===== src/rtl/core/cllw_pkg.sv =====
package cllw_pkg;

	localparam int DEF_COLUMNS = 16;
	localparam int QUEUE_DEPTH = 2;

	localparam logic [7:0] RESET_LINE_ONE_BASE = 8'h80;
	localparam logic [7:0] RESET_LINE_TWO_BASE = 8'hC0;
	localparam logic [7:0] LCD_CLEAR_DISPLAY   = 8'h01;
	localparam logic [7:0] CHAR_SPACE          = 8'h20;
	localparam logic [7:0] CHAR_QUESTION       = 8'h3F;

	localparam logic [15:0] CODE_TAB = 16'd9;
	localparam logic [15:0] CODE_LF  = 16'd10;
	localparam logic [15:0] CODE_FF  = 16'd12;
	localparam logic [15:0] CODE_CR  = 16'd13;

	// input command field
	localparam logic [1:0] CMD_PUT        = 2'd0;
	localparam logic [1:0] CMD_CLEAR_LINE = 2'd1;
	localparam logic [1:0] CMD_CLEAR_ALL  = 2'd2;

	// classified operations between front and back
	localparam logic [1:0] OP_PUT        = 2'd0;
	localparam logic [1:0] OP_CLEAR_LINE = 2'd1;
	localparam logic [1:0] OP_CLEAR_ALL  = 2'd2;
	localparam logic [1:0] OP_HOME       = 2'd3;

	localparam int CFG_INDEX_W = 1;
	localparam logic [CFG_INDEX_W-1:0] REG_LINE_ONE_BASE = 1'd0;
	localparam logic [CFG_INDEX_W-1:0] REG_LINE_TWO_BASE = 1'd1;

	typedef struct packed {
		logic [1:0] op;
		logic       line;
		logic [7:0] mapped;
		logic [7:0] base;
	} item_t;

	typedef struct packed {
		logic       is_data;
		logic [7:0] bus_byte;
		logic       last;
	} res_t;

	// Cyrillic code page to controller character generator
	localparam logic [7:0] CODE_MAP [0:255] = '{
		8'o377, 8'o377, 8'o377, 8'o377, 8'o377, 8'o377, 8'o377, 8'o377,
		8'o377, 8'o377, 8'o377, 8'o377, 8'o377, 8'o377, 8'o377, 8'o377,
		8'o377, 8'o377, 8'o377, 8'o377, 8'o377, 8'o377, 8'o377, 8'o377,
		8'o377, 8'o377, 8'o377, 8'o377, 8'o377, 8'o377, 8'o377, 8'o377,
		8'o040, 8'o041, 8'o042, 8'o043, 8'o044, 8'o045, 8'o046, 8'o047,
		8'o050, 8'o051, 8'o052, 8'o053, 8'o054, 8'o055, 8'o056, 8'o057,
		8'o060, 8'o061, 8'o062, 8'o063, 8'o064, 8'o065, 8'o066, 8'o067,
		8'o070, 8'o071, 8'o072, 8'o073, 8'o074, 8'o075, 8'o076, 8'o077,
		8'o100, 8'o101, 8'o102, 8'o103, 8'o104, 8'o105, 8'o106, 8'o107,
		8'o110, 8'o111, 8'o112, 8'o113, 8'o114, 8'o115, 8'o116, 8'o117,
		8'o120, 8'o121, 8'o122, 8'o123, 8'o124, 8'o125, 8'o126, 8'o127,
		8'o130, 8'o131, 8'o132, 8'o133, 8'o004, 8'o135, 8'o136, 8'o137,
		8'o140, 8'o141, 8'o142, 8'o143, 8'o144, 8'o145, 8'o146, 8'o147,
		8'o150, 8'o151, 8'o152, 8'o153, 8'o154, 8'o155, 8'o156, 8'o157,
		8'o160, 8'o161, 8'o162, 8'o163, 8'o164, 8'o165, 8'o166, 8'o167,
		8'o170, 8'o171, 8'o172, 8'o005, 8'o321, 8'o006, 8'o351, 8'o377,
		8'o134, 8'o173, 8'o174, 8'o175, 8'o176, 8'o177, 8'o347, 8'o376,
		8'o310, 8'o311, 8'o312, 8'o313, 8'o314, 8'o315, 8'o316, 8'o317,
		8'o320, 8'o321, 8'o322, 8'o323, 8'o324, 8'o325, 8'o326, 8'o327,
		8'o330, 8'o331, 8'o332, 8'o333, 8'o334, 8'o335, 8'o336, 8'o337,
		8'o350, 8'o355, 8'o352, 8'o265, 8'o353, 8'o354, 8'o355, 8'o356,
		8'o357, 8'o360, 8'o361, 8'o362, 8'o363, 8'o364, 8'o365, 8'o366,
		8'o367, 8'o370, 8'o371, 8'o242, 8'o372, 8'o373, 8'o374, 8'o375,
		8'o377, 8'o377, 8'o377, 8'o377, 8'o377, 8'o377, 8'o377, 8'o377,
		8'o306, 8'o141, 8'o262, 8'o345, 8'o343, 8'o145, 8'o344, 8'o264,
		8'o170, 8'o270, 8'o271, 8'o272, 8'o273, 8'o274, 8'o275, 8'o157,
		8'o276, 8'o307, 8'o160, 8'o143, 8'o277, 8'o171, 8'o266, 8'o263,
		8'o304, 8'o303, 8'o267, 8'o301, 8'o305, 8'o346, 8'o300, 8'o302,
		8'o260, 8'o101, 8'o240, 8'o341, 8'o340, 8'o105, 8'o252, 8'o241,
		8'o130, 8'o245, 8'o246, 8'o113, 8'o247, 8'o115, 8'o110, 8'o117,
		8'o250, 8'o261, 8'o120, 8'o103, 8'o124, 8'o251, 8'o243, 8'o102,
		8'o007, 8'o256, 8'o244, 8'o254, 8'o257, 8'o342, 8'o253, 8'o255
	};

endpackage


===== src/rtl/core/cllw_queue.sv =====
module cllw_queue #(
	parameter int W     = 8,
	parameter int DEPTH = cllw_pkg::QUEUE_DEPTH
) (
	input  logic         clk,
	input  logic         arst_n,
	input  logic         push,
	input  logic [W-1:0] din,
	output logic         full,
	input  logic         pop,
	output logic [W-1:0] dout,
	output logic         empty
);
	import cllw_pkg::*;

	localparam int PW = (DEPTH > 1) ? $clog2(DEPTH) : 1;
	localparam int CW = $clog2(DEPTH + 1);

	logic [W-1:0]  entry_q [DEPTH];
	logic [PW-1:0] wr_ptr_q, rd_ptr_q;
	logic [CW-1:0] count_q;
	logic          do_push, do_pop;

	assign full    = (count_q == CW'(DEPTH));
	assign empty   = (count_q == '0);
	assign do_push = push && !full;
	assign do_pop  = pop && !empty;
	assign dout    = entry_q[rd_ptr_q];

	always_ff @(posedge clk) begin
		if (do_push) begin
			entry_q[wr_ptr_q] <= din;
		end
	end

	always_ff @(posedge clk or negedge arst_n) begin
		if (!arst_n) begin
			wr_ptr_q <= '0;
			rd_ptr_q <= '0;
			count_q  <= '0;
		end else begin
			if (do_push) begin
				wr_ptr_q <= (wr_ptr_q == PW'(DEPTH - 1)) ? '0 : wr_ptr_q + 1'b1;
			end
			if (do_pop) begin
				rd_ptr_q <= (rd_ptr_q == PW'(DEPTH - 1)) ? '0 : rd_ptr_q + 1'b1;
			end
			if (do_push && !do_pop) begin
				count_q <= count_q + 1'b1;
			end else if (do_pop && !do_push) begin
				count_q <= count_q - 1'b1;
			end
		end
	end

endmodule


===== src/rtl/core/cllw_front.sv =====
module cllw_front (
	input  logic                  push_ok,
	input  logic [1:0]            command,
	input  logic                  line_select,
	input  logic signed [15:0]    char_code,
	input  logic [7:0]            line_one_base,
	input  logic [7:0]            line_two_base,
	output logic                  enq,
	output cllw_pkg::item_t       item
);
	import cllw_pkg::*;

	logic       keep;
	logic [7:0] code_byte;

	always_comb begin
		keep        = 1'b0;
		item.op     = OP_PUT;
		item.line   = line_select;
		item.mapped = CODE_MAP[code_byte];
		item.base   = line_select ? line_two_base : line_one_base;
		unique case (command)
			CMD_PUT: begin
				keep = 1'b1;
				if (char_code == CODE_LF) begin
					keep = 1'b0;
				end else if (char_code == CODE_CR) begin
					item.op = OP_HOME;
				end else if (char_code == CODE_FF) begin
					item.op = OP_CLEAR_LINE;
				end
			end
			CMD_CLEAR_LINE: begin
				keep    = 1'b1;
				item.op = OP_CLEAR_LINE;
			end
			CMD_CLEAR_ALL: begin
				keep    = 1'b1;
				item.op = OP_CLEAR_ALL;
			end
			default: keep = 1'b0;
		endcase
	end

	// tab prints as space, anything outside one byte as question mark
	always_comb begin
		if (char_code == CODE_TAB) begin
			code_byte = CHAR_SPACE;
		end else if (char_code[15:8] != 8'h00) begin
			code_byte = CHAR_QUESTION;
		end else begin
			code_byte = char_code[7:0];
		end
	end

	assign enq = push_ok && keep;

endmodule


===== src/rtl/core/cllw_back.sv =====
module cllw_back #(
	parameter int COLUMNS = cllw_pkg::DEF_COLUMNS
) (
	input  logic            clk,
	input  logic            arst_n,
	input  cllw_pkg::item_t item,
	input  logic            item_empty,
	output logic            item_pop,
	input  logic            res_full,
	output logic            res_push,
	output cllw_pkg::res_t  res
);
	import cllw_pkg::*;

	localparam int CW    = $clog2(COLUMNS + 1);
	localparam int DEPTH = 2 * COLUMNS;
	localparam int AW    = $clog2(DEPTH);

	localparam logic [2:0] ST_IDLE   = 3'd0;
	localparam logic [2:0] ST_CMD    = 3'd1;
	localparam logic [2:0] ST_SCROLL = 3'd2;
	localparam logic [2:0] ST_SPACE  = 3'd3;
	localparam logic [2:0] ST_DATA   = 3'd4;
	localparam logic [2:0] ST_FILL   = 3'd5;

	localparam logic [CW-1:0] COL_LAST = CW'(COLUMNS - 1);
	localparam logic [CW-1:0] COL_FULL = CW'(COLUMNS);

	function automatic logic [AW-1:0] addr_of(input logic ln, input logic [CW-1:0] c);
		return ln ? (AW'(COLUMNS) + AW'(c)) : AW'(c);
	endfunction

	logic [2:0]      state_q, next_q;
	logic [CW-1:0]   idx_q;
	logic [CW-1:0]   col_q [2];
	logic [DEPTH-1:0] valid_q;
	logic [7:0]      cmdbyte_q;
	logic            last_q;
	logic            line_q;
	logic [7:0]      mapped_q, base_q;

	logic [7:0]      mem [DEPTH];
	logic [7:0]      rdata_q;
	logic            rd_valid_q;
	logic [7:0]      rd_byte;

	logic            fire;
	logic            mem_we, mem_re;
	logic [AW-1:0]   waddr, raddr;
	logic [7:0]      wdata;
	logic [CW-1:0]   col_cur, col_item;

	assign fire     = (state_q != ST_IDLE) && !res_full;
	assign item_pop = (state_q == ST_IDLE) && !item_empty;
	assign res_push = fire;
	assign rd_byte  = rd_valid_q ? rdata_q : CHAR_SPACE;
	assign col_cur  = col_q[line_q];
	assign col_item = col_q[item.line];

	always_comb begin
		res.is_data  = 1'b1;
		res.bus_byte = CHAR_SPACE;
		res.last     = 1'b0;
		unique case (state_q)
			ST_IDLE: res.is_data = 1'b0;
			ST_CMD: begin
				res.is_data  = 1'b0;
				res.bus_byte = cmdbyte_q;
				res.last     = last_q;
			end
			ST_SCROLL: res.bus_byte = rd_byte;
			ST_SPACE:  res.bus_byte = CHAR_SPACE;
			ST_DATA: begin
				res.bus_byte = mapped_q;
				res.last     = 1'b1;
			end
			ST_FILL: res.last = (idx_q == COL_LAST);
			default: res.is_data = 1'b0;
		endcase
	end

	// scroll reads one column ahead while writing one column behind
	always_comb begin
		mem_re = 1'b0;
		raddr  = addr_of(item.line, CW'(1));
		mem_we = 1'b0;
		waddr  = addr_of(line_q, col_cur);
		wdata  = mapped_q;
		if (item_pop && item.op == OP_PUT && col_item >= COL_FULL) begin
			mem_re = 1'b1;
		end
		if (fire && state_q == ST_SCROLL) begin
			mem_we = 1'b1;
			waddr  = addr_of(line_q, idx_q - 1'b1);
			wdata  = rd_byte;
			mem_re = (idx_q != COL_LAST);
			raddr  = addr_of(line_q, idx_q + 1'b1);
		end else if (fire && state_q == ST_DATA) begin
			mem_we = 1'b1;
		end
	end

	always_ff @(posedge clk) begin
		if (mem_we) begin
			mem[waddr] <= wdata;
		end
		if (mem_re) begin
			rdata_q    <= mem[raddr];
			rd_valid_q <= valid_q[raddr];
		end
	end

	always_ff @(posedge clk) begin
		if (item_pop) begin
			line_q   <= item.line;
			mapped_q <= item.mapped;
			base_q   <= item.base;
		end
	end

	always_ff @(posedge clk or negedge arst_n) begin
		if (!arst_n) begin
			state_q   <= ST_IDLE;
			next_q    <= ST_IDLE;
			idx_q     <= '0;
			col_q[0]  <= '0;
			col_q[1]  <= '0;
			valid_q   <= '0;
			cmdbyte_q <= '0;
			last_q    <= 1'b0;
		end else begin
			if (item_pop) begin
				unique case (item.op)
					OP_HOME: col_q[item.line] <= '0;
					OP_CLEAR_ALL: begin
						col_q[0]  <= '0;
						col_q[1]  <= '0;
						valid_q   <= '0;
						cmdbyte_q <= LCD_CLEAR_DISPLAY;
						last_q    <= 1'b1;
						next_q    <= ST_IDLE;
						state_q   <= ST_CMD;
					end
					OP_CLEAR_LINE: begin
						col_q[item.line] <= '0;
						for (int j = 0; j < DEPTH; j++) begin
							if ((j >= COLUMNS) == item.line) begin
								valid_q[j] <= 1'b0;
							end
						end
						cmdbyte_q <= item.base;
						last_q    <= 1'b0;
						idx_q     <= '0;
						next_q    <= ST_FILL;
						state_q   <= ST_CMD;
					end
					OP_PUT: begin
						last_q  <= 1'b0;
						state_q <= ST_CMD;
						if (col_item >= COL_FULL) begin
							cmdbyte_q <= item.base;
							idx_q     <= CW'(1);
							next_q    <= ST_SCROLL;
						end else begin
							cmdbyte_q <= item.base | 8'(col_item);
							next_q    <= ST_DATA;
						end
					end
					default: state_q <= ST_IDLE;
				endcase
			end else if (fire) begin
				unique case (state_q)
					ST_CMD: state_q <= next_q;
					ST_SCROLL: begin
						idx_q <= idx_q + 1'b1;
						if (idx_q == COL_LAST) begin
							state_q <= ST_SPACE;
						end
					end
					ST_SPACE: begin
						col_q[line_q] <= COL_LAST;
						cmdbyte_q     <= base_q | 8'(COL_LAST);
						last_q        <= 1'b0;
						next_q        <= ST_DATA;
						state_q       <= ST_CMD;
					end
					ST_DATA: begin
						col_q[line_q] <= col_cur + 1'b1;
						state_q       <= ST_IDLE;
					end
					ST_FILL: begin
						idx_q <= idx_q + 1'b1;
						if (idx_q == COL_LAST) begin
							state_q <= ST_IDLE;
						end
					end
					default: state_q <= ST_IDLE;
				endcase
			end
			if (mem_we) begin
				valid_q[waddr] <= 1'b1;
			end
		end
	end

	a_last_ends_item: assert property (@(posedge clk) disable iff (!arst_n)
		res_push && res.last |=> state_q == ST_IDLE)
		else $error("last transfer did not end the item");

	a_no_rw_clash: assert property (@(posedge clk) disable iff (!arst_n)
		mem_we && mem_re |-> waddr != raddr)
		else $error("text read and write hit the same entry");

	a_col_range: assert property (@(posedge clk) disable iff (!arst_n)
		col_q[0] <= COL_FULL && col_q[1] <= COL_FULL)
		else $error("cursor column past line end");

	a_scroll_idx: assert property (@(posedge clk) disable iff (!arst_n)
		state_q == ST_SCROLL |-> idx_q != '0 && idx_q <= COL_LAST)
		else $error("scroll index out of range");

endmodule


===== src/rtl/core/char_lcd_line_writer.sv =====
// An item's first controller write is registered in the back end, then in the result
// queue. Writes go one per cycle while the result queue has room; the scroll rate is
// set by the single read port of the line text memory. The back end takes a new item
// only when idle. A put on a full line scrolls it first, a line clear writes a space to
// every column, a screen clear sends one command, and a carriage return sends nothing.
// Reset (async, active low): both cursors at column 0, all text reads as spaces at once.
module char_lcd_line_writer #(
	parameter int COLUMNS = cllw_pkg::DEF_COLUMNS
) (
	input  logic                               clk,
	input  logic                               arst_n,
	input  logic                               push,
	output logic                               full,
	input  logic [1:0]                         command,
	input  logic                               line_select,
	input  logic signed [15:0]                 char_code,
	output logic                               empty,
	input  logic                               pop,
	output logic                               is_data,
	output logic [7:0]                         bus_byte,
	output logic                               last,
	input  logic                               cfg_valid,
	output logic                               cfg_ready,
	input  logic [cllw_pkg::CFG_INDEX_W-1:0]   cfg_index,
	input  logic [7:0]                         cfg_data
);
	import cllw_pkg::*;

	logic [7:0] line_one_base_q, line_two_base_q;
	logic       enq;
	item_t      front_item, back_item;
	logic       item_empty, item_pop;
	logic       res_full, res_push;
	res_t       back_res, out_res;

	assign cfg_ready = 1'b1;

	always_ff @(posedge clk or negedge arst_n) begin
		if (!arst_n) begin
			line_one_base_q <= RESET_LINE_ONE_BASE;
			line_two_base_q <= RESET_LINE_TWO_BASE;
		end else if (cfg_valid && cfg_ready) begin
			unique case (cfg_index)
				REG_LINE_ONE_BASE: line_one_base_q <= cfg_data;
				REG_LINE_TWO_BASE: line_two_base_q <= cfg_data;
				default: line_one_base_q <= line_one_base_q;
			endcase
		end
	end

	cllw_front u_front (
		.push_ok       (push && !full),
		.command       (command),
		.line_select   (line_select),
		.char_code     (char_code),
		.line_one_base (line_one_base_q),
		.line_two_base (line_two_base_q),
		.enq           (enq),
		.item          (front_item)
	);

	cllw_queue #(
		.W     ($bits(item_t)),
		.DEPTH (QUEUE_DEPTH)
	) u_item_queue (
		.clk    (clk),
		.arst_n (arst_n),
		.push   (enq),
		.din    (front_item),
		.full   (full),
		.pop    (item_pop),
		.dout   (back_item),
		.empty  (item_empty)
	);

	cllw_back #(
		.COLUMNS (COLUMNS)
	) u_back (
		.clk        (clk),
		.arst_n     (arst_n),
		.item       (back_item),
		.item_empty (item_empty),
		.item_pop   (item_pop),
		.res_full   (res_full),
		.res_push   (res_push),
		.res        (back_res)
	);

	cllw_queue #(
		.W     ($bits(res_t)),
		.DEPTH (QUEUE_DEPTH)
	) u_res_queue (
		.clk    (clk),
		.arst_n (arst_n),
		.push   (res_push),
		.din    (back_res),
		.full   (res_full),
		.pop    (pop),
		.dout   (out_res),
		.empty  (empty)
	);

	assign is_data  = out_res.is_data;
	assign bus_byte = out_res.bus_byte;
	assign last     = out_res.last;

endmodule

===== config.mk =====
export PLATFORM = sky130hd
export DESIGN_NAME = char_lcd_line_writer
export DESIGN_NICKNAME = d
export VERILOG_FILES = /design/src/rtl/core/cllw_pkg.sv /design/src/rtl/core/cllw_queue.sv /design/src/rtl/core/cllw_front.sv /design/src/rtl/core/cllw_back.sv /design/src/rtl/core/char_lcd_line_writer.sv
export SDC_FILE = /design/constraint.sdc
export NUM_CORES = 1
export LEC_CHECK = 0
export CORE_ASPECT_RATIO = 1.5
export CORE_MARGIN = 1
export CORE_UTILIZATION = 60
export CTS_BUF_LIST = sky130_fd_sc_hd__clkbuf_2
export DETAILED_ROUTE_END_ITERATION = 7
export DONT_BUFFER_PORTS = 1
export PLACE_DENSITY = 0.79
export SETUP_SLACK_MARGIN = 0.05
export SLEW_MARGIN = 20
export SYNTH_ARGS = -nofsm -noshare
export SYNTH_HDL_FRONTEND = slang
export SYNTH_HIERARCHICAL = 1
export SYNTH_SLANG_ARGS = --single-unit

===== constraint.sdc =====
create_clock -name clk -period 3.5 [get_ports clk]
set_clock_uncertainty 0.15 [all_clocks]
set_input_delay 0.35 -clock clk [delete_from_list [all_inputs] [get_ports clk]]
set_output_delay 0.35 -clock clk [all_outputs]
set_load 0.01 [all_outputs]

# After elaboration in Yosys (flattened, before gate mapping)
# Memories as Yosys holds them, arrays and structs flattened. A register that Yosys moved wholly into a read port is not among the register bits.
# Index checks and enable logic that the tools add are counted.
# totals
register_bits	104
output_inout_bits	13
romBits	2048
input_bits	33
elab_cells	256
mem_bits_rw	314
n_memories	4
# memory_table
memory	words	word_bits	read_ports	rd_clocked_by_memory_dff	wr	line	text
(no name shown)	256	8	1	0	0	cllw_front.sv:20	item.mapped = CODE_MAP[code_byte];
u_back.mem	32	8	1	1	1	cllw_back.sv:42	logic [7:0] mem [DEPTH];
u_item_queue.entry_q	2	19	1	0	1	cllw_queue.sv:19	logic [W-1:0] entry_q [DEPTH];
u_res_queue.entry_q	2	10	1	0	1	cllw_queue.sv:19	
# classes
addsub	14
order_cmp	9
n_bitwise	11
mux	119
n_eq_ne	26
reduce_logical	53
# op_table
op	count
5-bit two-way mux	18
8-bit two-way mux	11
16-bit by 4-bit == test with 1-bit output (second input constant)	4
32-bit two-way mux	2
32-bit one-hot mux with 2 select lines	1
1-bit two-way mux	54
8-bit one-hot mux with 3 select lines	2
10-bit one-hot mux with 2 select lines	2
32-bit bitwise OR	1
3-bit two-way mux	9
10-bit two-way mux	2
1-bit logical AND	19
5-bit adder (first input constant)	3
5-bit by 6-bit < comparator with 1-bit output (second input constant)	2
2-bit two-way mux	6
3-bit != test (second input constant)	4
3-bit one-hot mux with 4 select lines	1
5-bit by 1-bit adder with 5-bit output (second input constant)	2
10-bit bitwise AND	1
10-bit bitwise mux	1
5-bit demux with 1-bit select	2
2-bit == test (second input constant)	5
10-bit inverter	1
5-bit one-hot mux with 2 select lines	1
other kinds (44)	78

# Logic depth before layout (Yosys ltp)
# Gate-level depths: netlist of run 1.
# depth
depth_word	13
mapped_depth	13
depth_no_buf	12

# By module
# Netlist of run 1, hierarchy kept.
# by_module_without_submodules
mod	instances	seq_area_each_um2	cells_each	area_per_inst_um2
cllw_back	1	9899.5	1156	14739.1
cllw_front	1	0.0	302	1901.8
cllw_queue (u_item_queue)	1	1241.2	78	1566.5
cllw_queue (u_res_queue)	1	700.7	50	919.6
char_lcd_line_writer	1	404.1	38	663.1

# Least setup slack after synthesis of run 1
# Ideal clock, no wire load.
# synth_path
path_type	register to register
start	register u_res_queue.count_q[0]
end	memory u_back.mem[0][5], data pin
required_ns	2.896
stages_incl_launch_ff	8
slack_ns	-0.069
path_buffers	3
setup_ns	0.454
period_less_slack_ns	3.569
arrival_ns	2.965
path_cell_list	dfrtp_1 nand2b_1 inv_1 or4b_1 buf_2 buf_2 clkbuf_1 o21ai_0
# synth_between
elab_chain_cells	5
# synth_rtl
item	line	text
from (decl)	cllw_queue.sv:21	logic [CW-1:0] count_q;
from (signal assigned)	cllw_queue.sv:49	count_q <= count_q + 1'b1;
from (signal assigned)	cllw_queue.sv:51	count_q <= count_q - 1'b1;
2-bit == test	cllw_queue.sv:24	assign full = (count_q == CW'(DEPTH));
via res_full	char_lcd_line_writer.sv:33	logic res_full, res_push;
1-bit logical NOT	cllw_back.sv:53	assign fire = (state_q != ST_IDLE) && !res_full;
1-bit logical AND	cllw_back.sv:53	
1-bit logical AND	cllw_back.sv:92	if (fire && state_q == ST_SCROLL) begin
8-bit two-way mux	cllw_back.sv:92	
via u_back.wdata[5]	cllw_back.sv:50	logic [7:0] wdata;
to (decl)	cllw_back.sv:42	
# The timed path passes the listed nets, and every way through them passes these cells.

==> out/metrics.cfg, run 1 <==
[finish]
final_nets=1835
drive_gt1_frac=0.180
utilization=0.685
final_area_sq_um=22300
syn_to_final_growth_pct=12.7

[clocking]
clk_latency_ps=1080
numClockSinks=422
cts.clk_slew.worst_paths_ps=140
numCtsBuffers=88
clockBufferDepth=3
clockRootBuffer=clkbuf_2
cts_tree=done
ctsHtreeMaxLevel=3
post_cts_buffers=0

[power]
p_leak_nw=8.06
seqPwrFrac=0.491
pwr-share-clk=0.221
p_per_area_nw_per_um2=627
swShare=0.361
p_int_mw=8.93
ir_worst_vdd_v=0.000408
p_switching_mw=5.04
combPwrFrac=0.287

[critical_path]
crit_path_start_kind=input pin
crit_required_ps=4060
endpoint_kind=register
criticalPathCategory=input pin to register
rrSetupSlack_ps=190
slowest_delay_ps=600
path_cells=dlygate4sd3_1 -> or4_1 -> buf_4 -> a2111oi_4 -> nand2_1 -> buf_4 -> nor2_1 -> a32o_1 -> dlygate4sd3_1 -> a21oi_1 -> dlygate4sd3_1
critical_path_buf_inv_count=5
r2r-start=u_res_queue/count_q[0]
slowest_stage=dlygate4sd3_1
r2r_end=u_back/rdata_q[1]
path_max_fanout=6
path_delay_family=buffers and inverters
reg2reg_depth=10
crit_arrival_ps=3990
cp_common_cell=dlygate4sd3_1

[hold_path]
holdPathStages=5
holdPathEnd=u_item_queue/entry_q[0][8]
hp-class=input pin to register
hp-start=char_code[4]

[timing]
drv_slew=0
rsz0062_at_grt=false
setup_viol=0
timing.slew.headroom=0.324
worstMarginPinSlew_ps=1010
fin_ws_ps=70.8
hold_viol=0
period_share=0.980
fin_crit_ps=3430
fin_setup_tns_ps=0
clock.fmax_mhz=292

[placement]
placed_cell_area_sq_um=20800
dp_hpwl_um=37400
dp_slack_ps=146
gp_congestion=0.986
portBuffers=0

[routing]
post-route-drc-count=0
wl_um=57300
drtIter0Drc=1685
drtPass1Iterations=6
avgRoutedWirePerCell_um=25.3
viasPerCell=6.64
detail-route-antenna-nets=0
dr_total_vias=15100

[synthesis]
synth-main-ff-cell=edfxtp_1
synth_top_area_frac=0.510
synthArstFlopShare=0.204
avgSynthCellArea_sq_um=12.2
syn_inst=1624
synth.most_common_cell=edfxtp_1
syn-cell-area_sq_um=19800
yosysUniqueCellTypes=83
ys_seq_elements=422
yosysSeqAreaShare=0.619
synth_area_leaders=edfxtp_1 51%, dfrtp_1 10%, nand2_1 3.2%
yosysTopAreaCell=edfxtp_1
synthesis.nets=1681
ys_warn_count=6
netlist_top_cells_count=336 x edfxtp_1, 171 x nand2_1, 97 x nor2_1
synth_edf_count=336

[floorplan]
num_rows=81
die_h_um=224
die_x_um=150
dieArea_sq_um=33700
start_util=0.608
coreArea_sq_um=32500
io_pins=46

[grt]
gr-usage-met3=0.0724
antenna_found_initial=3
grt_pass1_wl_um=88000
use_met2=0.582
grt_busiest_layer=met2
grt_pass1_vias=15300
overflow=0
grt_max_degree=84
grt_usage=0.353
gr-usage-met1=0.407

[job]
cap_violations=0

[run_status]
status=completed

-- cells in the final DEF (no fill, tap or decap), drive strengths merged, types with 18 or more instances in the layout --
master       Yosys  routed
and3            37      37
clkinv           2      39
o21ai          111     111
dfrtp           83      83
ha              24      24
mux2            57      57
nor3            19      19
a21oi           66      66
o211ai          28      28
nand2          174     174
buf             60     126
a22oi           19      19
mux2i           41      41
clkbuf          58     118
nand3           45      45
o221ai          51      51
nor2            98      98
edfxtp         336     336
o22ai           18      18
a211oi          38      38
a31oi           39      39
dlygate4sd3      0      55
inv             40      44
-- power groups by stage --
stage | logic [mW] | registers [mW] | clock network, mW
after floorplan | 2.56 | 6.79 | 0
final | 4.01 | 6.87 | 3.10
after global routing | 4.29 | 6.92 | 3.39
after global placement | 3.69 | 6.93 | 0
after detailed placement | 3.80 | 6.96 | 0
after CTS | 3.94 | 6.85 | 3.13
-- how the worst max path moves through the flow --
| stage | endpoint | depth (start not counted) | slack [ps] | startpoint |
|---|---|---|---|---|
| floorplan | u_item_queue/entry_q[0][8] | 11 | 280 | char_code[5] |
| finish | u_item_queue/entry_q[0][13] | 11 | 70 | char_code[12] |
| detailed placement | u_item_queue/entry_q[0][8] | 10 | 150 | char_code[15] |
| global placement | u_item_queue/entry_q[0][8] | 10 | 160 | char_code[15] |
| global route | u_item_queue/entry_q[1][13] | 11 | 90 | char_code[12] |
| CTS | u_item_queue/entry_q[0][13] | 12 | 70 | char_code[10] |
-- sequential cells by signal, summed over array words and instances, names as in the netlist, 4 cells and up --
signal and count:
u_item_queue/entry_q 38, u_res_queue/entry_q 20, line_two_base_q 8, u_back/base_q 4, u_back/valid_q 32, u_back/rdata_q 8
u_back/col_q 10, u_back/mem 256, u_back/idx_q 5, u_back/mapped_q 8, line_one_base_q 8, u_back/cmdbyte_q 8
-- logic make-up after synthesis --
logic type / count (synthesis) / synth area share
AO/OA/AOI/OAI: 457 / 0.158
other: 1 / 0.000189
flip-flops: 422 / 0.619
AND/OR/NAND/NOR: 441 / 0.106
adder cells (fa/ha/maj): 24 / 0.0152
buffers and inverters: 160 / 0.0362
XOR/XNOR: 20 / 0.00923
multiplexers: 99 / 0.0558
-- worst reg2reg max path: cells and delay by family (launching register included) --
family | cells | cell delay (ps)
buf+inv | 3 | 750
simple gates | 3 | 790
compound gates | 4 | 910
flops | 1 | 450
-- per-layer routing --
| layer | part of all wire | up-vias |
|---|---|---|
| met1 | 0.35 | 7299 |
| met4 | 0.069 | 0 |
| met2 | 0.50 | 917 |
| met3 | 0.083 | 243 |
| li1 | - | 6618 |
| met5 | 0 | - |
-- repair_timing --
item | in CTS | in global routing
hold buffers | 58 | 0
resized for setup | 0 | 5
endpoints found under the hold margin | 176 | 0
setup endpoints to repair | 0 | 16
-- layout make-up --
cell class / count / area [sq um]
Multi-Input combinational cell: 1042 / 6850
Inverter: 42 / 158
Tap cell: 415 / 519
Clock buffer: 118 / 591
Sequential cell: 422 / 12200
Clock inverter: 45 / 283
Timing Repair Buffer: 182 / 1640
Fill cell: 2311 / 10200
Antenna cell: 4 / 10.0
-- stage by stage --
step                      instances  power [mW]  hold WS [ps]
final                          2270        14.0          86.5
after global routing           2269        14.6          73.8
after CTS                      2266        13.9         0.234
after global placement         2045        10.6         -93.4
after floorplan                1624        9.35         -95.6
after detailed placement       2045        10.8         -93.4
Note: power is estimated with default switching activity, not from simulation.
==> inputs of run 2 (changes only) <==
--- a/config.mk
+++ b/config.mk
@@ -11,7 +11,7 @@
 export CTS_BUF_LIST = sky130_fd_sc_hd__clkbuf_2
 export DETAILED_ROUTE_END_ITERATION = 7
 export DONT_BUFFER_PORTS = 1
-export PLACE_DENSITY = 0.79
+export PLACE_DENSITY_LB_ADDON = 0.25
 export SETUP_SLACK_MARGIN = 0.05
 export SLEW_MARGIN = 20
 export SYNTH_ARGS = -nofsm -noshare
==> out/metrics.cfg, run 2 (synthesized netlist as in run 1, its figures left out) <==
[placement]
portBuffers=0  ; unchanged
placed_cell_area_sq_um=20800  ; +0.16%
dp_hpwl_um=38000  ; +1.6%
gp_congestion=1.01  ; +2.6%
dp_slack_ps=-81.2  ; -228 ps

[timing]
worstMarginPinSlew_ps=997  ; -17.5 ps
hold_viol=0  ; unchanged
timing.slew.headroom=0.327  ; +0.00325
clock.fmax_mhz=299  ; +2.5%
fin_ws_ps=155  ; +84.4 ps
fin_crit_ps=3340  ; -84.4 ps
rsz0062_at_grt=true
setup_viol=0  ; unchanged
period_share=0.956  ; -0.0241
hold_slack_ps=75.6  ; -10.9 ps
drv_slew=0  ; unchanged

[routing]
drtIter0Drc=1546  ; -8.2%
drtPass1Iterations=6  ; unchanged
wl_um=57000  ; -0.55%
dr_total_vias=14900  ; -0.97%
avgRoutedWirePerCell_um=25.0  ; -1.0%
detail-route-antenna-nets=0  ; unchanged
post-route-drc-count=0  ; unchanged
viasPerCell=6.55  ; -1.4%

[job]
cap_violations=0  ; unchanged

[power]
p_leak_nw=8.09  ; +0.39%
p_per_area_nw_per_um2=621  ; -0.98%
ir_worst_vdd_v=0.000419  ; +2.7%

[clocking]
cts_tree=done
clockBufferDepth=3  ; unchanged
cts.clk_slew.worst_paths_ps=120  ; -20 ps
numClockSinks=422  ; unchanged
clockRootBuffer=clkbuf_2
clk_latency_ps=1010  ; -70 ps
ctsHtreeMaxLevel=3  ; unchanged
numCtsBuffers=92  ; +4.5%

[finish]
top_register=u_back/mem
layout_commonest_cell=edfxtp_1
reg_top3=u_back/mem (256), u_item_queue/entry_q (38), u_back/valid_q (32)
largest_reg_flops=256  ; unchanged
most-common-layout-cells=336 x edfxtp_1, 168 x nand2_1, 136 x clkbuf_2, 125 x buf_4, 97 x nor2_1
final_nets=1842  ; +0.38%
syn_to_final_growth_pct=12.6  ; about the same
final_area_sq_um=22300  ; about the same
drive_gt1_frac=0.187  ; +0.00679

[critical_path]
reg2reg_depth=8  ; -2
cp_common_cell=buf_4
criticalPathCategory=register to register
path_max_fanout=47  ; +41
slowest_delay_ps=490  ; -110 ps
crit_path_start_kind=register
path_cells=buf_4 -> nand3_1 -> xnor2_1 -> nand2_1 -> a31oi_1 -> o21ai_0 -> buf_4 -> a32oi_1
endpoint_kind=register
slowest_stage=buf_4
crit_required_ps=4060  ; about the same
crit_arrival_ps=3910  ; -80 ps

[run_status]
status=completed

[floorplan]
start_util=0.608  ; unchanged
io_pins=46  ; unchanged
num_rows=81  ; unchanged
die_x_um=150  ; unchanged
coreArea_sq_um=32500  ; unchanged
dieArea_sq_um=33700  ; unchanged
die_h_um=224  ; unchanged

[grt]
grt_pass1_wl_um=86800  ; -1.4%
grt_max_degree=84  ; unchanged
antenna_found_initial=1  ; -2
overflow=0  ; unchanged
grt_usage=0.351  ; -0.00225
grt_pass1_vias=14800  ; -3.3%

[hold_path]
holdPathStages=5  ; unchanged
hp-class=input pin to register

-- run 2: cell count changes in the layout (fill, tap and decap cells not counted), sizes merged, moves of 2 or more --
cell and delta:
clkbuf +18, bufinv -2, dlygate4sd3 -3, diode -2, clkinv -4, buf +7
-- run 2: final timing paths --
check                                        start                          end  slack, ps
min in group asynchronous                   arst_n           line_two_base_q[6]        390
worst max register to register     u_back/idx_q[0]            u_back/rdata_q[7]        160
worst max-delay path               u_back/idx_q[0]            u_back/rdata_q[7]        160
worst min-delay path                 char_code[15]  u_item_queue/entry_q[0][14]         80
max in group asynchronous                   arst_n              u_back/idx_q[0]       2350
worst min register to register  u_back/valid_q[20]           u_back/valid_q[20]        340
-- run 2: cell type report --
cell class,instances,area (sq um)
fillers,2317,10300
multi-input cells,1042,6840
diodes,2,5.00
inverters,42,158
clock inverters,37,191
clock buffers,136,681
repair buffers,185,1630
well taps,415,519
flip-flops and latches,422,12200
-- run 2: through the flow --
step	power [mW]	util	instances	TNS [ps]
global route	14.5	0.685	2280	-16.2
floorplan	9.35	-	1624	0
global placement	10.6	0.640	2052	-134
CTS	13.8	0.684	2279	0
finish	13.8	0.685	2281	0
detailed placement	10.7	0.640	2052	-162
-- run 2: where the power goes --
| part | switching (mW) | internal [mW] |
|---|---|---|
| clock | 1.87 | 1.14 |
| sequential | 0.340 | 6.49 |
| combinational | 2.74 | 1.24 |
| total | 4.95 | 8.87 |
-- run 2: what timing repair did --
| action | in CTS | in global routing |
|---|---|---|
| hold endpoints to repair | 164 | 0 |
| hold buffers | 54 | 0 |
| buffers inserted | 0 | 0 |
| gates resized for setup | 0 | 3 |
| setup endpoints to repair | 0 | 116 |
-- run 2: worst max-delay path: cells and delay by family, from the launching register on --
| family | cells | cell delay [ps] |
|---|---|---|
| compound gates | 3 | 860 |
| simple gates | 2 | 540 |
| xor+xnor | 1 | 450 |
| flops | 1 | 440 |
| buf+inv | 2 | 660 |
-- run 2: metal layers --
layer | routed length [um] | up-vias | track usage
met5 | 0 | - | 0
met4 | 3420 | 0 | 0.206
met3 | 4370 | 217 | 0.0621
met2 | 28900 | 877 | 0.596
met1 | 20300 | 7208 | 0.415
li1 | - | 6629 | -
==> inputs of run 3 (changes only) <==
--- a/config.mk
+++ b/config.mk
@@ -5,6 +5,7 @@
 export SDC_FILE = /design/constraint.sdc
 export NUM_CORES = 1
 export LEC_CHECK = 0
+export ABC_AREA = 1
 export CORE_ASPECT_RATIO = 1.5
 export CORE_MARGIN = 1
 export CORE_UTILIZATION = 60
@@ -12,6 +13,7 @@
 export DETAILED_ROUTE_END_ITERATION = 7
 export DONT_BUFFER_PORTS = 1
 export PLACE_DENSITY_LB_ADDON = 0.25
+export RECOVER_POWER = 25
 export SETUP_SLACK_MARGIN = 0.05
 export SLEW_MARGIN = 20
 export SYNTH_ARGS = -nofsm -noshare
==> out/metrics.cfg, run 3 <==
[run_status]
status=finished with violations
violations=max-capacitance violations, max-slew violations

[power]
ir_worst_vdd_v=0.000439  ; +4.8%
p_int_mw=9.08  ; +2.3%
p_per_area_nw_per_um2=631  ; +1.6%
seqPwrFrac=0.475  ; -0.019
pwr-share-clk=0.212  ; -0.006
p_leak_nw=10.3  ; +27%
swShare=0.383  ; +0.0243
p_switching_mw=5.63  ; +14%
power_mw=14.7  ; +6.4%
combPwrFrac=0.313  ; +0.025

[critical_path]
endpoint_kind=register
rrSetupSlack_ps=110  ; -40 ps
r2r_end=u_back/mem[15][6]
crit_path_start_kind=register
startpoint=u_back/state_q[2]
reg2reg_depth=6  ; -2
path_max_fanout=32  ; -32%
slowest_stage=clkbuf_1
cp_common_cell=nand3_1
crit_end=u_back/mem[15][6]
crit_required_ps=3850  ; -210 ps
criticalPathCategory=register to register
crit_arrival_ps=3740  ; -170 ps
slowest_delay_ps=1280  ; +790 ps
r2r-start=u_back/state_q[2]
path_cells=nor2_2 -> nand3_1 -> inv_2 -> nand3_1 -> o21ai_0 -> clkbuf_1

[floorplan]
die_h_um=231  ; +3.0%
dieArea_sq_um=35700  ; +6.0%
coreArea_sq_um=34400  ; +5.7%
start_util=0.611  ; +0.00224
num_rows=83  ; +2.5%
die_x_um=155  ; +2.9%
io_pins=46  ; unchanged

[synthesis]
synth_edf_count=336  ; unchanged
synthArstFlopShare=0.204  ; unchanged
synth_area_leaders=edfxtp_1 48%, nand2_1 11%, dfrtp_1 9.9%
ys_warn_count=6  ; unchanged
syn-cell-area_sq_um=21000  ; +6.1%
yosysUniqueCellTypes=48  ; -42%
synthesis.nets=2378  ; +41%
synth_xor_area_frac=0.00417  ; -0.00506
yosysSeqAreaShare=0.583  ; -0.0353
synth-simple-area-share=0.257  ; +0.150
synth_top_family_by_area=simple AND/OR/NAND/NOR gates
ys_seq_elements=422  ; unchanged
syn_inst=2321  ; +43%
synth-main-ff-cell=edfxtp_1
synth.most_common_cell=nand2_1
avgSynthCellArea_sq_um=9.04  ; -26%
netlist_top_cells_count=628 x nand2_1, 336 x edfxtp_1, 303 x inv_1
synthMuxAreaShare=0.00429  ; -0.0515
yosysTopAreaCell=edfxtp_1
synth_compound_area_frac=0.0541  ; -0.104
synth_top_area_frac=0.481  ; -0.0291
synth_fa_ha_area_frac=0.0143  ; -0.000866

[routing]
drtIter0Drc=1732  ; +12%
drtPass1Iterations=5  ; -1
avgRoutedWirePerCell_um=19.6  ; -21%
detail-route-antenna-nets=0  ; unchanged
dr_total_vias=17100  ; +14%
post-route-drc-count=0  ; unchanged
viasPerCell=5.67  ; -13%
wl_um=59200  ; +3.8%

[grt]
antenna_found_initial=2  ; +1
overflow=0  ; unchanged
grt_pass1_vias=16800  ; +13%
grt_max_degree=84  ; unchanged
grt_pass1_wl_um=91100  ; +5.0%
grt_usage=0.340  ; -0.0114

[clocking]
ctsHtreeMaxLevel=3  ; unchanged
cts.clk_slew.worst_paths_ps=120  ; about the same
cts_tree=done
numClockSinks=422  ; unchanged
numCtsBuffers=94  ; +2.2%
clockBufferDepth=3  ; unchanged
clk_latency_ps=1010  ; about the same
clockRootBuffer=clkbuf_2
post_cts_buffers=0  ; unchanged

[finish]
final_nets=2528  ; +37%
drive_gt1_frac=0.120  ; -0.0674
layout_commonest_cell=nand2_1
fin_cells=3014  ; +32%
most-common-layout-cells=629 x nand2_1, 336 x edfxtp_1, 303 x inv_1, 301 x nand3_1, 208 x nor2_1
utilization=0.678  ; -0.00651
syn_to_final_growth_pct=11.1
nFillCells=2725  ; +18%
largest_reg_flops=256  ; unchanged
final_area_sq_um=23300  ; +4.7%
top_register=u_back/mem
reg_top3=u_back/mem (256), u_item_queue/entry_q (38), u_back/valid_q (32)

[placement]
dp_slack_ps=500  ; +582 ps
portBuffers=0  ; unchanged
dp_hpwl_um=39100  ; +2.7%
placed_cell_area_sq_um=21800  ; +4.7%
placed_cells=2777  ; +35%
gp_congestion=1.03  ; +1.3%

[timing]
rsz0062_at_grt=false
fin_ws_ps=111  ; -43.7 ps
setup_viol=0  ; unchanged
timing.slew.headroom=-0.172  ; -0.499
worstMarginPinSlew_ps=1760  ; +761 ps
hold_viol=0  ; unchanged
hold_slack_ps=128  ; +51.9 ps
drv_slew=33  ; +33
fin_crit_ps=3390  ; +43.7 ps
clock.fmax_mhz=295  ; -1.3%
fin_setup_tns_ps=0  ; unchanged
period_share=0.968  ; +0.0125

[hold_path]
hp-class=input pin to register

[job]
cap_violations=1  ; +1

## run 3: what timing repair did
| action | CTS | global route |
|---|---|---|
| hold buffers | 65 | 0 |
| setup endpoints to repair | 0 | 2 |
| endpoints found under the hold margin | 165 | 0 |
| gates resized for setup | 0 | 5 |
## run 3: worst max-delay path, delay by kind of cell (launching register included)
family / cells / cell delay (ps)
buffers and inverters: 2 / 1520
DFF: 1 / 490
and+or+nand+nor: 3 / 620
AOI/OAI and AO/OA: 1 / 90
## run 3: cell families (layout without fill, tap and decap cells)
| family | count (synthesis) | count (layout) |
|---|---|---|
| AO/OA/AOI/OAI | 200 | 200 |
| AND/OR/NAND/NOR | 1237 | 1237 |
| XOR/XNOR | 10 | 10 |
| adder cells (fa/ha/maj) | 24 | 24 |
| multiplexers | 8 | 8 |
| flip-flops | 422 | 422 |
| buffers and inverters | 419 | 643 |
| other | 1 | 3 |
## run 3: routing by layer
layer	vias up	GRT usage	routed length (um)
met4	0	0.215	3480
met2	898	0.589	29900
met5	-	0	0
li1	7981	-	-
met3	207	0.0497	4420
met1	7999	0.395	21400
## run 3: cell type report
type / instances / area (sq um) / area share
clock buffer: 123 / 616 / 0.0264
tap: 467 / 584 / 0.0251
clock inverter: 47 / 275 / 0.0118
timing repair buffer: 155 / 1360 / 0.0584
antenna: 2 / 5.00 / 0.000215
multi-input combinational: 1480 / 7030 / 0.301
inverter: 318 / 1200 / 0.0515
sequential: 422 / 12200 / 0.525
## run 3: how the worst min path moves through the flow
stage	endpoint	startpoint	cells after the start	slack (ps)
after floorplan	line_one_base_q[0]	arst_n	0	-100
after global placement	u_back/state_q[2]	arst_n	0	-90
after detailed placement	u_back/state_q[2]	arst_n	0	-90
after CTS	u_item_queue/entry_q[1][8]	char_code[8]	9	20
after global routing	line_two_base_q[3]	cfg_index	3	90
final	u_item_queue/entry_q[0][11]	char_code[3]	7	130
## run 3: power groups by stage
stage / Clock (mW) / Sequential, mW / Combinational, mW
floorplan: 0 / 6.99 / 2.94
global placement: 0 / 7.05 / 4.35
detailed placement: 0 / 7.07 / 4.46
CTS: 3.17 / 6.96 / 4.58
global route: 3.42 / 7.04 / 5.05
finish: 3.12 / 6.98 / 4.61
